[config.mk]
export PLATFORM = sky130hd
export DESIGN_NAME = input_event_qualifier_log_top
export DESIGN_NICKNAME = d
export VERILOG_FILES = /design/src/sv/ieq_pkg.sv /design/src/sv/ieq_ram.sv /design/src/sv/ieq_motion.sv /design/src/sv/input_event_qualifier_log_top.sv
export VERILOG_INCLUDE_DIRS = /design/src /design/src/sv
export SDC_FILE = /design/constraint.sdc
export NUM_CORES = 2
export LEC_CHECK = 0
export ABC_CLOCK_PERIOD_IN_PS = 18800
export BUFFER_PORTS_ARGS = -buffer_cell sky130_fd_sc_hd__buf_4
export CAP_MARGIN = 0
export CORE_UTILIZATION = 50
export CTS_BUF_LIST = sky130_fd_sc_hd__clkbuf_2
export DETAILED_ROUTE_END_ITERATION = 12
export HOLD_SLACK_MARGIN = 0.1
export PLACE_DENSITY = 0.66
export SLEW_MARGIN = 10
export SYNTH_ARGS = -nofsm -noshare
export SYNTH_HDL_FRONTEND = slang
export SYNTH_SLANG_ARGS = --single-unit
[constraint.sdc]
create_clock -name clk -period 18.8 [get_ports clk]
set_input_delay 1.88 -clock clk [delete_from_list [all_inputs] [get_ports clk]]
set_output_delay 1.88 -clock clk [all_outputs]
set_load 0.1 [all_outputs]
[src/sv/assert_macros.svh]
// Assertion helpers shared by the RTL; clocked on clk, held off while rst_n is low.
`ifndef ASSERT_MACROS_SVH
`define ASSERT_MACROS_SVH

// Property must hold at every clock edge out of reset
`define ASSERT_ALWAYS(label, prop, msg) \
  label: assert property (@(posedge clk) disable iff (!rst_n) (prop)) \
    else $error(msg);

// Boolean condition must never be seen
`define ASSERT_NEVER(label, expr, msg) `ASSERT_ALWAYS(label, !(expr), msg)

`endif

[src/sv/ieq_pkg.sv]
package ieq_pkg;

  // Ring geometry
  localparam int RING_DEPTH = 16;
  localparam int PTR_W      = (RING_DEPTH > 1) ? $clog2(RING_DEPTH) : 1;
  localparam int CNT_W      = $clog2(RING_DEPTH + 1);

  // Request codes
  localparam logic [2:0] REQ_TOUCH  = 3'd0;
  localparam logic [2:0] REQ_BUTTON = 3'd1;
  localparam logic [2:0] REQ_IMU    = 3'd2;
  localparam logic [2:0] REQ_READ   = 3'd3;
  localparam logic [2:0] REQ_CLEAR  = 3'd4;

  // Event kinds
  localparam logic [2:0] KIND_TOUCH  = 3'd0;
  localparam logic [2:0] KIND_BTN_A  = 3'd1;
  localparam logic [2:0] KIND_BTN_B  = 3'd2;
  localparam logic [2:0] KIND_BTN_C  = 3'd3;
  localparam logic [2:0] KIND_MOVED  = 3'd4;
  localparam logic [2:0] KIND_SHAKE  = 3'd5;

  // Register indexes
  localparam logic [2:0] CFG_TOUCH_HOLDOFF  = 3'd0;
  localparam logic [2:0] CFG_BUTTON_HOLDOFF = 3'd1;
  localparam logic [2:0] CFG_IMU_HOLDOFF    = 3'd2;
  localparam logic [2:0] CFG_MOVED_ACCEL    = 3'd3;
  localparam logic [2:0] CFG_SHAKE_ACCEL    = 3'd4;
  localparam logic [2:0] CFG_MOVED_GYRO     = 3'd5;
  localparam logic [2:0] CFG_SHAKE_GYRO     = 3'd6;

  // Register reset values
  localparam logic [15:0] RST_TOUCH_HOLDOFF  = 16'd200;
  localparam logic [15:0] RST_BUTTON_HOLDOFF = 16'd200;
  localparam logic [15:0] RST_IMU_HOLDOFF    = 16'd1000;
  localparam logic [11:0] RST_MOVED_ACCEL    = 12'd819;
  localparam logic [11:0] RST_SHAKE_ACCEL    = 12'd2662;
  localparam logic [14:0] RST_MOVED_GYRO     = 15'd560;
  localparam logic [14:0] RST_SHAKE_GYRO     = 15'd2240;

  // One g in Q4.12
  localparam logic [16:0] ONE_G = 17'd4096;

  typedef enum logic [1:0] {
    S_IDLE,
    S_DECODE,
    S_MOTION,
    S_DONE
  } state_t;

  // One ring entry as stored in the event memory
  typedef struct packed {
    logic [31:0] id;
    logic [31:0] stamp;
    logic [2:0]  kind;
    logic [31:0] coords;
  } ring_entry_t;

  localparam int ENTRY_W = $bits(ring_entry_t);

  // Motion thresholds handed to the classifier
  typedef struct packed {
    logic [11:0] moved_delta;
    logic [11:0] shake_delta;
    logic [14:0] moved_rate;
    logic [14:0] shake_rate;
  } motion_cfg_t;

  // Classifier status back to the controller
  typedef struct packed {
    logic busy;
    logic done;
    logic moving;
    logic shake;
  } motion_status_t;

  // Captured input beat
  typedef struct packed {
    logic [2:0]         req;
    logic [31:0]        now;
    logic [1:0]         valid;
    logic [2:0]         held;
    logic [2:0]         click;
    logic signed [15:0] ax;
    logic signed [15:0] ay;
    logic signed [15:0] az;
    logic signed [15:0] rx;
    logic signed [15:0] ry;
    logic signed [15:0] rz;
    logic [3:0]         idx;
  } item_t;

  // Hold-off check: a last time of zero means never
  function automatic logic time_passed(input logic [31:0] now, input logic [31:0] last,
                                       input logic [15:0] holdoff);
    logic [31:0] diff;
    diff = now - last;
    return (last == 32'd0) || (diff >= {16'd0, holdoff});
  endfunction

endpackage

[src/sv/ieq_ram.sv]
module ieq_ram #(
  parameter int WIDTH = 8,
  parameter int DEPTH = 16
) (
  input  logic                                     clk,
  input  logic                                     we,
  input  logic [((DEPTH > 1) ? $clog2(DEPTH) : 1)-1:0] waddr,
  input  logic [WIDTH-1:0]                         wdata,
  input  logic                                     re,
  input  logic [((DEPTH > 1) ? $clog2(DEPTH) : 1)-1:0] raddr,
  output logic [WIDTH-1:0]                         rdata
);

  logic [WIDTH-1:0] mem [DEPTH];

  // Write port and registered read port
  always_ff @(posedge clk) begin
    if (we) begin
      mem[waddr] <= wdata;
    end
    if (re) begin
      rdata <= mem[raddr];
    end
  end

endmodule

[src/sv/ieq_motion.sv]
module ieq_motion
  import ieq_pkg::*;
(
  input  logic               clk,
  input  logic               rst_n,
  input  logic               start,
  input  logic               gyro_ok,
  input  logic signed [15:0] ax,
  input  logic signed [15:0] ay,
  input  logic signed [15:0] az,
  input  logic signed [15:0] rx,
  input  logic signed [15:0] ry,
  input  logic signed [15:0] rz,
  input  motion_cfg_t        cfg,
  output motion_status_t     status
);

  // Twelve squares go through one squarer; the product is consumed one step later
  localparam logic [3:0] STEP_DONE = 4'd13;

  logic               busy_r;
  logic [3:0]         step_r;
  logic [3:0]         tag;
  logic signed [16:0] op;
  logic signed [33:0] sq;
  logic [30:0]        prod_r;
  logic [31:0]        acc_r;
  logic [31:0]        gyr_r;
  logic               moved_r;
  logic               shake_r;

  // Pick the operand for this step
  always_comb begin
    case (step_r)
      4'd0:    op = {ax[15], ax};
      4'd1:    op = {ay[15], ay};
      4'd2:    op = {az[15], az};
      4'd3:    op = gyro_ok ? {rx[15], rx} : 17'sd0;
      4'd4:    op = gyro_ok ? {ry[15], ry} : 17'sd0;
      4'd5:    op = gyro_ok ? {rz[15], rz} : 17'sd0;
      4'd6:    op = $signed(ONE_G + {5'd0, cfg.moved_delta});
      4'd7:    op = $signed(ONE_G - {5'd0, cfg.moved_delta});
      4'd8:    op = $signed({2'd0, cfg.moved_rate});
      4'd9:    op = $signed(ONE_G + {5'd0, cfg.shake_delta});
      4'd10:   op = $signed(ONE_G - {5'd0, cfg.shake_delta});
      4'd11:   op = $signed({2'd0, cfg.shake_rate});
      default: op = 17'sd0;
    endcase
  end

  assign sq  = op * op;
  assign tag = step_r - 4'd1;

  // Advance the step counter
  always_ff @(posedge clk) begin
    if (!rst_n) begin
      busy_r <= 1'b0;
      step_r <= 4'd0;
    end else if (start) begin
      busy_r <= 1'b1;
      step_r <= 4'd0;
    end else if (busy_r) begin
      if (step_r == STEP_DONE) begin
        busy_r <= 1'b0;
      end else begin
        step_r <= step_r + 4'd1;
      end
    end
  end

  // Register the square, then accumulate or compare against the sums
  always_ff @(posedge clk) begin
    prod_r <= sq[30:0];
    if (start) begin
      acc_r   <= 32'd0;
      gyr_r   <= 32'd0;
      moved_r <= 1'b0;
      shake_r <= 1'b0;
    end else if (busy_r && step_r != 4'd0 && step_r != STEP_DONE) begin
      case (tag)
        4'd0, 4'd1, 4'd2: acc_r   <= acc_r + {1'b0, prod_r};
        4'd3, 4'd4, 4'd5: gyr_r   <= gyr_r + {1'b0, prod_r};
        4'd6:             moved_r <= moved_r | (acc_r >= {1'b0, prod_r});
        4'd7:             moved_r <= moved_r | (acc_r <= {1'b0, prod_r});
        4'd8:             moved_r <= moved_r | (gyr_r >= {1'b0, prod_r});
        4'd9:             shake_r <= shake_r | (acc_r >= {1'b0, prod_r});
        4'd10:            shake_r <= shake_r | (acc_r <= {1'b0, prod_r});
        4'd11:            shake_r <= shake_r | (gyr_r >= {1'b0, prod_r});
        default:          acc_r   <= acc_r;
      endcase
    end
  end

  assign status.busy   = busy_r;
  assign status.done   = busy_r && (step_r == STEP_DONE);
  assign status.moving = moved_r;
  assign status.shake  = shake_r;

endmodule

[src/sv/input_event_qualifier_log_top.sv]
// Channel   Beat                        Handshake
// in_       one sample or request       in_valid / in_ready
// out_      one result per input beat   out_valid / out_ready
// cfg_      register index and data     cfg_valid / cfg_ready (always ready)
//
// Touch, button, read, clear and unknown requests pass S_DECODE, then S_DONE;
// an enabled IMU sample passes S_MOTION in between, where the single shared
// squarer works through six axis and six threshold squares one per cycle.
// Reset is synchronous on rst_n low; the ring memory contents are not cleared.
// A new beat is taken while a finished result waits; out_ready low holds the
// next result in S_DONE.
module input_event_qualifier_log_top
  import ieq_pkg::*;
(
  input  logic               clk,
  input  logic               rst_n,
  input  logic               in_valid,
  output logic               in_ready,
  input  logic [2:0]         in_req_type,
  input  logic [31:0]        in_now_ms,
  input  logic [1:0]         in_sample_valid,
  input  logic [2:0]         in_held_bits,
  input  logic [2:0]         in_click_bits,
  input  logic signed [15:0] in_axis_x,
  input  logic signed [15:0] in_axis_y,
  input  logic signed [15:0] in_axis_z,
  input  logic signed [15:0] in_rate_x,
  input  logic signed [15:0] in_rate_y,
  input  logic signed [15:0] in_rate_z,
  input  logic [3:0]         in_event_index,
  output logic               out_valid,
  input  logic               out_ready,
  output logic               out_event_flag,
  output logic [31:0]        out_event_number,
  output logic [2:0]         out_event_kind,
  output logic [31:0]        out_event_time,
  output logic signed [15:0] out_event_x,
  output logic signed [15:0] out_event_y,
  output logic               out_touch_active,
  output logic               out_button_active,
  output logic               out_imu_moving,
  output logic [4:0]         out_stored_count,
  input  logic               cfg_valid,
  output logic               cfg_ready,
  input  logic [2:0]         cfg_index,
  input  logic [15:0]        cfg_data
);

`include "assert_macros.svh"

  state_t         state_r, state_nxt;
  item_t          item_r;
  motion_cfg_t    mot_cfg;
  motion_status_t mot_st;
  logic           mot_start;

  logic [15:0] touch_hold_r, button_hold_r, imu_hold_r;
  logic [11:0] moved_delta_r, shake_delta_r;
  logic [14:0] moved_rate_r, shake_rate_r;

  logic [PTR_W-1:0] head_r, head_nxt;
  logic [CNT_W-1:0] fill_r, fill_nxt;
  logic [31:0]      next_number_r;
  logic [31:0]      last_touch_r, last_button_r, last_imu_r;
  logic [2:0]       flags_r, flags_nxt;

  logic             ram_we, ram_re;
  logic [PTR_W-1:0] ram_waddr, ram_raddr;
  logic [ENTRY_W-1:0] ram_rdata;
  ring_entry_t      wr_entry, rd_entry;
  logic [PTR_W:0]   rd_sum, wr_sum;

  logic commit, out_free, have_read;
  logic push_en;
  logic [2:0]  push_kind;
  logic [31:0] push_coords;

  logic               out_valid_r;
  logic               out_flag_r;
  logic [31:0]        out_number_r;
  logic [2:0]         out_kind_r;
  logic [31:0]        out_time_r;
  logic signed [15:0] out_x_r, out_y_r;
  logic [2:0]         out_flags_r;
  logic [4:0]         out_count_r;

  assign cfg_ready = 1'b1;

  // Configuration registers
  always_ff @(posedge clk) begin
    if (!rst_n) begin
      touch_hold_r  <= RST_TOUCH_HOLDOFF;
      button_hold_r <= RST_BUTTON_HOLDOFF;
      imu_hold_r    <= RST_IMU_HOLDOFF;
      moved_delta_r <= RST_MOVED_ACCEL;
      shake_delta_r <= RST_SHAKE_ACCEL;
      moved_rate_r  <= RST_MOVED_GYRO;
      shake_rate_r  <= RST_SHAKE_GYRO;
    end else if (cfg_valid) begin
      case (cfg_index)
        CFG_TOUCH_HOLDOFF:  touch_hold_r  <= cfg_data;
        CFG_BUTTON_HOLDOFF: button_hold_r <= cfg_data;
        CFG_IMU_HOLDOFF:    imu_hold_r    <= cfg_data;
        CFG_MOVED_ACCEL:    moved_delta_r <= cfg_data[11:0];
        CFG_SHAKE_ACCEL:    shake_delta_r <= cfg_data[11:0];
        CFG_MOVED_GYRO:     moved_rate_r  <= cfg_data[14:0];
        CFG_SHAKE_GYRO:     shake_rate_r  <= cfg_data[14:0];
        default:            touch_hold_r  <= touch_hold_r;
      endcase
    end
  end

  // Capture the input beat
  always_ff @(posedge clk) begin
    if (in_valid && in_ready) begin
      item_r.req   <= in_req_type;
      item_r.now   <= in_now_ms;
      item_r.valid <= in_sample_valid;
      item_r.held  <= in_held_bits;
      item_r.click <= in_click_bits;
      item_r.ax    <= in_axis_x;
      item_r.ay    <= in_axis_y;
      item_r.az    <= in_axis_z;
      item_r.rx    <= in_rate_x;
      item_r.ry    <= in_rate_y;
      item_r.rz    <= in_rate_z;
      item_r.idx   <= in_event_index;
    end
  end

  // Motion classifier
  assign mot_cfg.moved_delta = moved_delta_r;
  assign mot_cfg.shake_delta = shake_delta_r;
  assign mot_cfg.moved_rate  = moved_rate_r;
  assign mot_cfg.shake_rate  = shake_rate_r;

  ieq_motion u_motion (
    .clk     (clk),
    .rst_n   (rst_n),
    .start   (mot_start),
    .gyro_ok (item_r.valid[1]),
    .ax      (item_r.ax),
    .ay      (item_r.ay),
    .az      (item_r.az),
    .rx      (item_r.rx),
    .ry      (item_r.ry),
    .rz      (item_r.rz),
    .cfg     (mot_cfg),
    .status  (mot_st)
  );

  // Ring addressing: age index and push slot, both modulo the depth
  assign have_read = (item_r.req == REQ_READ) &&
                     ((CNT_W + 4)'(item_r.idx) < (CNT_W + 4)'(fill_r));
  assign rd_sum    = {1'b0, head_r} + (PTR_W + 1)'(item_r.idx);
  assign wr_sum    = {1'b0, head_r} + (PTR_W + 1)'(fill_r);
  assign ram_raddr = (rd_sum >= (PTR_W + 1)'(RING_DEPTH)) ?
                     PTR_W'(rd_sum - (PTR_W + 1)'(RING_DEPTH)) : rd_sum[PTR_W-1:0];
  assign ram_waddr = (wr_sum >= (PTR_W + 1)'(RING_DEPTH)) ?
                     PTR_W'(wr_sum - (PTR_W + 1)'(RING_DEPTH)) : wr_sum[PTR_W-1:0];

  assign wr_entry.id     = next_number_r;
  assign wr_entry.stamp  = item_r.now;
  assign wr_entry.kind   = push_kind;
  assign wr_entry.coords = push_coords;
  assign rd_entry        = ring_entry_t'(ram_rdata);
  assign ram_we          = commit && push_en;

  ieq_ram #(
    .WIDTH (ENTRY_W),
    .DEPTH (RING_DEPTH)
  ) u_ring (
    .clk   (clk),
    .we    (ram_we),
    .waddr (ram_waddr),
    .wdata (wr_entry),
    .re    (ram_re),
    .raddr (ram_raddr),
    .rdata (ram_rdata)
  );

  // Next state
  always_comb begin
    state_nxt = state_r;
    case (state_r)
      S_IDLE:   if (in_valid) state_nxt = S_DECODE;
      S_DECODE: state_nxt = (item_r.req == REQ_IMU && item_r.valid[0]) ? S_MOTION : S_DONE;
      S_MOTION: if (mot_st.done) state_nxt = S_DONE;
      S_DONE:   if (out_free) state_nxt = S_IDLE;
      default:  state_nxt = S_IDLE;
    endcase
  end

  always_ff @(posedge clk) begin
    if (!rst_n) begin
      state_r <= S_IDLE;
    end else begin
      state_r <= state_nxt;
    end
  end

  // State outputs
  assign out_free = !out_valid_r || out_ready;

  always_comb begin
    in_ready  = 1'b0;
    mot_start = 1'b0;
    ram_re    = 1'b0;
    commit    = 1'b0;
    case (state_r)
      S_IDLE:   in_ready  = 1'b1;
      S_DECODE: begin
        mot_start = (item_r.req == REQ_IMU) && item_r.valid[0];
        ram_re    = have_read;
      end
      S_MOTION: mot_start = 1'b0;
      S_DONE:   commit    = out_free;
      default:  commit    = 1'b0;
    endcase
  end

  // Qualify the sample: activity flags, the event to push and the ring clear
  always_comb begin
    flags_nxt   = flags_r;
    push_en     = 1'b0;
    push_kind   = KIND_TOUCH;
    push_coords = 32'd0;
    head_nxt    = head_r;
    fill_nxt    = fill_r;
    case (item_r.req)
      REQ_TOUCH: begin
        flags_nxt[0] = item_r.valid[0] & item_r.held[0];
        if (item_r.valid[0] && item_r.click[0] &&
            time_passed(item_r.now, last_touch_r, touch_hold_r)) begin
          push_en     = 1'b1;
          push_coords = {item_r.ay, item_r.ax};
        end
      end
      REQ_BUTTON: begin
        flags_nxt[1] = |item_r.held;
        if ((|item_r.click) && time_passed(item_r.now, last_button_r, button_hold_r)) begin
          push_en   = 1'b1;
          push_kind = item_r.click[0] ? KIND_BTN_A :
                      (item_r.click[1] ? KIND_BTN_B : KIND_BTN_C);
        end
      end
      REQ_IMU: begin
        flags_nxt[2] = item_r.valid[0] & mot_st.moving;
        if (item_r.valid[0] && mot_st.moving &&
            time_passed(item_r.now, last_imu_r, imu_hold_r)) begin
          push_en   = 1'b1;
          push_kind = mot_st.shake ? KIND_SHAKE : KIND_MOVED;
        end
      end
      REQ_CLEAR: begin
        head_nxt = '0;
        fill_nxt = '0;
      end
      default: flags_nxt = flags_r;
    endcase
    // Full ring drops its oldest entry
    if (push_en) begin
      if (fill_r == CNT_W'(RING_DEPTH)) begin
        head_nxt = (head_r == PTR_W'(RING_DEPTH - 1)) ? '0 : head_r + PTR_W'(1);
      end else begin
        fill_nxt = fill_r + CNT_W'(1);
      end
    end
  end

  // Commit ring and qualifier state
  always_ff @(posedge clk) begin
    if (!rst_n) begin
      head_r        <= '0;
      fill_r        <= '0;
      next_number_r <= 32'd0;
      last_touch_r  <= 32'd0;
      last_button_r <= 32'd0;
      last_imu_r    <= 32'd0;
      flags_r       <= 3'd0;
    end else if (commit) begin
      head_r  <= head_nxt;
      fill_r  <= fill_nxt;
      flags_r <= flags_nxt;
      if (push_en) begin
        next_number_r <= next_number_r + 32'd1;
        case (item_r.req)
          REQ_TOUCH:  last_touch_r  <= item_r.now;
          REQ_BUTTON: last_button_r <= item_r.now;
          REQ_IMU:    last_imu_r    <= item_r.now;
          default:    last_imu_r    <= last_imu_r;
        endcase
      end
    end
  end

  // Output register
  always_ff @(posedge clk) begin
    if (!rst_n) begin
      out_valid_r <= 1'b0;
    end else if (commit) begin
      out_valid_r <= 1'b1;
    end else if (out_ready) begin
      out_valid_r <= 1'b0;
    end
  end

  always_ff @(posedge clk) begin
    if (commit) begin
      out_flag_r  <= push_en | have_read;
      out_flags_r <= flags_nxt;
      out_count_r <= 5'(fill_nxt);
      if (push_en) begin
        out_number_r <= next_number_r;
        out_kind_r   <= push_kind;
        out_time_r   <= item_r.now;
        out_x_r      <= push_coords[15:0];
        out_y_r      <= push_coords[31:16];
      end else if (have_read) begin
        out_number_r <= rd_entry.id;
        out_kind_r   <= rd_entry.kind;
        out_time_r   <= rd_entry.stamp;
        out_x_r      <= rd_entry.coords[15:0];
        out_y_r      <= rd_entry.coords[31:16];
      end else begin
        out_number_r <= 32'd0;
        out_kind_r   <= 3'd0;
        out_time_r   <= 32'd0;
        out_x_r      <= 16'sd0;
        out_y_r      <= 16'sd0;
      end
    end
  end

  assign out_valid         = out_valid_r;
  assign out_event_flag    = out_flag_r;
  assign out_event_number  = out_number_r;
  assign out_event_kind    = out_kind_r;
  assign out_event_time    = out_time_r;
  assign out_event_x       = out_x_r;
  assign out_event_y       = out_y_r;
  assign out_touch_active  = out_flags_r[0];
  assign out_button_active = out_flags_r[1];
  assign out_imu_moving    = out_flags_r[2];
  assign out_stored_count  = out_count_r;

  // Checks
  `ASSERT_NEVER(a_fill_range, fill_r > CNT_W'(RING_DEPTH), "ring fill beyond depth")
  `ASSERT_ALWAYS(a_push_bumps_id,
                 ram_we |=> (next_number_r == $past(next_number_r) + 32'd1),
                 "event id not advanced on push")
  `ASSERT_ALWAYS(a_motion_in_state,
                 mot_st.busy |-> (state_r == S_MOTION),
                 "classifier busy outside motion state")

endmodule

### After elaboration in Yosys (flattened, before gate mapping)

Memories as Yosys holds them, arrays and structs flattened. A register that Yosys moved wholly into a read port is not among the register bits.
Cells that the tools add are included.

* add/subtract/negate cells: 18
* multipliers: 1
* magnitude comparators: 9
* eq/ne operators: 42
* muxes and demuxes: 56
* bitwise gates (word level): 11
* reduce and logical (&&, ||, !) cells: 51

Operators by type and width (count)
* 17-bit case mux with 12 select lines: 1
* 32-bit two-way mux: 6
* 32-bit by 16-bit greater-or-equal comparator with 1-bit output: 3
* 32-bit zero test: 3
* 32-bit subtractor: 3
* 32-bit by 31-bit adder with 32-bit output: 2
* 32-bit by 31-bit greater-or-equal comparator with 1-bit output: 2
* 16-bit two-way mux: 4
* 17-bit two-way mux: 3
* 4-bit == test (second input constant): 10
* 32-bit by 1-bit adder with 32-bit output (second input constant): 1
* 4-bit by 3-bit == test with 1-bit output (second input constant): 8
* 32-bit by 31-bit less-or-equal comparator with 1-bit output: 1
* 17-bit by 17-bit multiplier with 31-bit output: 1
* 13-bit by 12-bit adder with 14-bit output (first input constant): 2
* 13-bit by 12-bit subtractor with 14-bit output (first input constant): 2
* 2-bit AND reduction: 13
* 4-bit two-way mux: 6
* 1-bit two-way mux: 20
* 4-bit by 2-bit == test with 1-bit output (second input constant): 4
* 5-bit two-way mux: 3
* 3-bit by 2-bit == test with 1-bit output (second input constant): 4
* 3-bit == test (second input constant): 4
* 1-bit logical AND: 12
* other kinds (33): 70

* register bits: 598
* bits in writable memories: 1584
* bits of input ports: 167
* output and inout bits: 111
* logic and storage cells: 232
* memories: 1

Memories
* u_ring.mem: depth 16, bits a word 99, rd ports 1, clocked after memory_dff 1, wr ports 1, RTL line ieq_ram.sv:14 `logic [WIDTH-1:0] mem [DEPTH];`

### Longest topological paths before layout

* depth in word-level cells: 9
* depth in mapped cells: 37
* gate-level depth less buffers: 37

### Modules after synthesis

From an unflattened synthesis, not the netlist that was laid out.

* cells, all modules: 7391
* area, all modules: 106612.2 µm²

Modules (own cells, without submodules)
* ieq_ram: times used 1, cells an instance 2534, area each 62202.2 µm²
* input_event_qualifier_log_top: times used 1, cells an instance 2694, area each 26097.5 µm²
* ieq_motion: times used 1, cells an instance 2163, area each 18312.6 µm²

### Worst setup path before layout

Ideal clock, no wire load.

* path type: register to register
* start point: reg item_r[109] (netlist bit)
* end point: mem u_ring.mem[13][0] (netlist bit) (enable)
* library setup time: 0.799 ns
* arrival time: 13.425 ns
* required time: 18.001 ns
* path slack: 4.577 ns
* cell stages (with the launch flop): 26
* path buffers: 1
* clock period less this slack: 14.223 ns
* cells stage by stage: edfxtp_1 -> ha_1 -> nor2b_1 -> o31a_1 -> o31ai_1 -> and2_1 -> nand2b_1 -> a21o_1 -> a21o_1 -> a21oi_1 -> xnor2_1 -> ha_1 -> nor2_1 -> nor2_1 -> o31a_1 -> a311oi_1 -> nand3_1 -> nor4bb_1 -> o2111ai_1 -> nor4_1 -> nand4_1 -> nand2_1 -> inv_2 -> o31ai_4 -> buf_2 -> nor4_1

* word-level cells in the longest chain between the ends: 9
* elaborated cells between the ends (all ways): 19

Ends and longest elaborated chain
* start, declared: RTL line input_event_qualifier_log_top.sv:52 `item_t item_r;`
* 32-bit subtractor: RTL line ieq_pkg.sv:97 `diff = now - last;`
* 32-bit by 16-bit greater-or-equal comparator with 1-bit output: RTL line ieq_pkg.sv:98 `return (last == 32'd0) || (diff >= {16'd0, holdoff});`
* 1-bit logical OR: RTL line ieq_pkg.sv:98
* 1-bit logical AND (on tied branches): RTL line input_event_qualifier_log_top.sv:249, input_event_qualifier_log_top.sv:233, input_event_qualifier_log_top.sv:241
* 1-bit two-way mux (on tied branches): RTL line input_event_qualifier_log_top.sv:249, input_event_qualifier_log_top.sv:233, input_event_qualifier_log_top.sv:241
* 1-bit case mux with 3 select lines (*): RTL line input_event_qualifier_log_top.sv:230 `case (item_r.req)`
* 1-bit logical AND (*): RTL line input_event_qualifier_log_top.sv:167 `assign ram_we = commit && push_en;`
* 1-bit two-way mux (*): RTL line ieq_ram.sv:18 `if (we) begin`
* 1-bit two-way mux (implied by the code) (*): RTL line ieq_ram.sv:19 `mem[waddr] <= wdata;`
* end, declared: RTL line ieq_ram.sv:14

Mark *: on every way between the ends. The rest lies on a longest branch, timed or not.

### Worst setup path after layout

* start point: reg u_motion.step_r[3]
* end point: reg u_motion.prod_r[28]

* word-level cells in the longest chain between the ends: 3
* elaborated cells between the ends (all ways): 14

Ends and longest elaborated chain
* start, declared: RTL line ieq_motion.sv:22 `logic [3:0] step_r;`
* start signal, assigned: RTL line ieq_motion.sv:66 `step_r <= step_r + 4'd1;`
* 4-bit == test (tied with other cells): RTL line ieq_motion.sv:34 `case (step_r)`
* 17-bit case mux with 12 select lines (*): RTL line ieq_motion.sv:34
* 17-bit by 17-bit multiplier with 31-bit output (*): RTL line ieq_motion.sv:51 `assign sq = op * op;`
* named net u_motion.sq[28]: RTL line ieq_motion.sv:25 `logic signed [33:0] sq;`
* end signal, assigned: RTL line ieq_motion.sv:73 `prod_r <= sq[30:0];`
* end, declared: RTL line ieq_motion.sv:26 `logic [30:0] prod_r;`

Mark *: on every way through the listed nets, which the timed path passes. The rest lies on a longest branch.
A chain may end at the register's enable or synchronous reset.

==> flow_metrics.py <==
metrics = {
    "clocking": {
        "cts.sinks": 2280,
        "numCtsBuffers": 596,
        "clkTransAtPathRegs_ps": 100,
        "cts_resized": 0,
        "htree_num_levels": 6,
        "clk_latency_ps": 1950,
        "cts_max_path_buffers": 4,
        "tritoncts": "done",
        "cts_root_buf": "clkbuf_2",
    },
    "power": {
        "peakVddDrop_v": 0.00236,
        "power_leakage_nw": 44.0,
        "power_density_nw_per_um2": 205,
    },
    "synth": {
        "yosys_warnings": 0,
        "synth_top_cell_area_share": 0.548,
        "ys_types": 101,
        "ys_ff_latch": 2280,
        "synth_edf_count": 1934,
        "syn_area_sq_um": 106000,
        "syn_avg_cell_area_sq_um": 14.2,
        "netlist_instances": 7481,
        "syn-num-nets": 8259,
        "yosysTopAreaCell": "edfxtp_1",
        "synth_ff_type": "edfxtp_1",
        "ys_async_sr_fraction": 0,
        "synth-seq-area-share": 0.614,
        "synthTopCellsByArea": "edfxtp_1 55%, mux4_2 8.4%, dfxtp_1 6.5%, fa_1 4.7%, ha_1 4.3%",
    },
    "sta": {
        "finClkSkew_ps": 262,
        "hold_viol": 0,
        "drv_slew": 0,
        "timing.fmax_mhz": 95.8,
        "setup_tns_ps": 0,
        "hold_slack_ps": 321,
        "maxSlewHeadroom": 0.146,
        "setup_violations": 0,
        "grt_setup_unrepaired": "no",
        "worst_pin_slew_ps": 1280,
        "finalCritPeriodShare": 0.555,
        "layout_min_cycle_time_ps": 10440,
    },
    "worst_setup_path": {
        "max_stage_delay_ps": 570,
        "cpLargestDelayFamily": "adder cells",
        "cp_common_cell": "fa_1",
        "critPathLaunchType": "flop",
        "regToRegSetupSlack_ps": 8360,
        "endpoint_kind": "flop",
        "reg2reg_depth": 31,
        "cp_slowest_cell": "nand2_1",
        "r2r_end": "u_motion.prod_r[28]$_DFF_P_",
        "timing_worst_setup_path_type": "flop to flop",
        "r2r-start": "u_motion.step_r[3]$_SDFFE_PP0P_",
        "worstPathBufferInverterCount": 3,
        "required_ps": 20450,
        "critical_path_arrival_ps": 12090,
        "crit_path_max_fanout": 18,
    },
    "floorplan": {
        "initial_core_util": 0.504,
        "fp-row-count": 168,
        "die-area_sq_um": 214000,
        "io-pin-count": 278,
        "core_region_area_sq_um": 210000,
        "die_w_um": 462,
        "die_y_um": 462,
    },
    "drt": {
        "via_per_inst": 5.83,
        "vias": 67438,
        "post_drt_wl_per_cell_um": 24.9,
        "first_iter_violations": 6764,
        "wl_um": 287000,
        "ant_nets": 0,
        "drtPass1Iterations": 6,
        "drc": 0,
    },
    "grt": {
        "grt_pass1_vias": 69000,
        "grt_max_degree": 117,
        "grt-ovfl-total": 0,
        "gr-usage-all-layers": 0.269,
        "antenna_found_initial": 37,
        "grt_pass1_wl_um": 425000,
    },
    "cells_and_area": {
        "fill_cells": 16969,
        "final_layout_size_suffix_gt1_frac": 0.206,
        "final_net_count": 9094,
        "areaGrowthSynthToFinish_pct": 11.7,
    },
    "worst_hold_path": {
        "min-delay-start": "in_rate_y[15]",
        "holdCritPathClass": "input pin to flop",
        "min_to": "item_r[35]$_DFFE_PP_",
        "whs_path_depth": 1,
    },
    "place": {
        "place_hpwl_um": 176000,
        "numPortBuffers": 276,
        "place_congestion": 0.895,
    },
    "flow_run": {
        "cap_violations": 0,
    },
    "status": {
        "status": "completed",
    },
}
[cells by family (layout without fill, tap and decap cells)]
| logic type | after synthesis | count (layout) | share of synthesized area |
|---|---|---|---|
| xor+xnor | 180 | 180 | 0.0150 |
| simple gates | 1880 | 1880 | 0.0811 |
| fa+ha+maj | 612 | 612 | 0.0899 |
| buf+inv | 897 | 2152 | 0.0327 |
| mux | 530 | 530 | 0.0969 |
| other cells | 1 | 21 | 0.0000354 |
| compound gates | 1101 | 1101 | 0.0707 |
| flops | 2280 | 2280 | 0.614 |
[sequential cells by signal (all words and copies together) (netlist names), 5 cells and up]
signal and count:
u_motion.prod_r 30, next_number_r 32, item_r 143, last_imu_r 32, imu_hold_r 16, u_ring.mem 1584, u_motion.acc_r 32, shake_delta_r 12
out_event_x 16, out_event_y 16, shake_rate_r 15, out_stored_count 5, u_motion.gyr_r 32, last_touch_r 32, out_event_number 32, touch_hold_r 16
last_button_r 32, u_ring.rdata 99, moved_rate_r 15, moved_delta_r 12, button_hold_r 16, fill_r 5, out_event_time 32
[per-layer routing]
| metal | wire length (um) | global-route usage | up-vias |
|---|---|---|---|
| li1 | - | - | 29918 |
| met1 | 116000 | 0.356 | 34113 |
| met2 | 139000 | 0.442 | 2873 |
| met3 | 22900 | 0.0543 | 514 |
| met4 | 8700 | 0.0963 | 20 |
| met5 | 127 | 0 | - |
[cell type report]
cell class	instances	area (sq um)	share of cell area
diodes	20	50.0	0.000423
clock inverters	145	905	0.00765
inverters	574	2160	0.0183
multi-input cells	4304	37700	0.319
flip-flops and latches	2280	65000	0.549
repair buffers	560	4610	0.0389
well taps	2805	3510	0.0297
clock buffers	873	4370	0.0369
[cells in the mapped netlist, drive strengths merged (36+ instances only)]
cell type  count
o21ai        117
nand2        818
a21oi        316
nor3          63
buf           76
a31oi        121
nand2b        52
mux2i        130
nor4          50
dfxtp        346
and2          79
a22o          73
ha           363
nor2         418
nand3         86
xor2          50
and3         129
edfxtp      1934
o21bai        36
a211oi        68
nor2b         40
mux4         396
clkbuf       247
fa           248
inv          569
nand4         52
xnor2        130
a21o          93
[power by group]
| part | internal [W] | switching, W | total, W | leakage [nW] |
|---|---|---|---|---|
| sequential | 0.00597 | 0.000193 | 0.00617 | 20.8 |
| clock | 0.00140 | 0.00201 | 0.00341 | 4.07 |
| combinational | 0.00651 | 0.00817 | 0.0147 | 19.2 |
[metrics by stage]
stage | utilization | area, sq um | instances | total power, W | worst slack, ps
global placement | 0.531 | 112000 | 10377 | 0.0207 | 8930
finish | 0.563 | 118000 | 11561 | 0.0243 | 8360
detailed placement | 0.531 | 112000 | 10377 | 0.0210 | 8740
global route | 0.563 | 118000 | 11553 | 0.0265 | 7670
floorplan | - | 106000 | 7481 | 0.0176 | 4580
CTS | 0.563 | 118000 | 11541 | 0.0245 | 8490
[worst max-delay path by stage]
stage / start / end / slack, ps / cells after the start
floorplan: item_r[109]$_DFFE_PP_ / u_ring.mem[13][0]$_DFFE_PP_ / 4580 / 25
global placement: u_motion.step_r[3]$_SDFFE_PP0P_ / u_motion.prod_r[28]$_DFF_P_ / 8930 / 31
detailed placement: u_motion.step_r[3]$_SDFFE_PP0P_ / u_motion.prod_r[28]$_DFF_P_ / 8740 / 31
CTS: u_motion.step_r[3]$_SDFFE_PP0P_ / u_motion.prod_r[28]$_DFF_P_ / 8490 / 31
global route: u_motion.step_r[3]$_SDFFE_PP0P_ / u_motion.prod_r[28]$_DFF_P_ / 7670 / 31
finish: u_motion.step_r[3]$_SDFFE_PP0P_ / u_motion.prod_r[28]$_DFF_P_ / 8360 / 31
[cells in the final DEF (no fill, tap or decap), drive strengths merged, types with 27 or more instances in the layout]
master / n
a211oi: 68
a21o: 93
a21oi: 316
a222oi: 27
a22o: 73
a31oi: 121
and2: 79
and3: 129
buf: 414
clkbuf: 873
clkinv: 120
dfxtp: 346
dlygate4sd3: 146
edfxtp: 1934
fa: 248
ha: 363
inv: 582
mux2i: 130
mux4: 396
nand2: 818
nand2b: 52
nand3: 86
nand4: 52
nor2: 418
nor2b: 40
nor3: 63
nor4: 50
o211ai: 35
o21a: 31
o21ai: 117
o21bai: 36
o31ai: 28
xnor2: 130
xor2: 50
[repair_timing]
action / 4_1_cts / 5_1_grt
hold buffers: 146 / 0
endpoints found under the hold margin: 182 / 0
setup endpoints to repair: 0 / 0
buffers inserted: 0 / 0
Power figures use the tool's default switching activity.
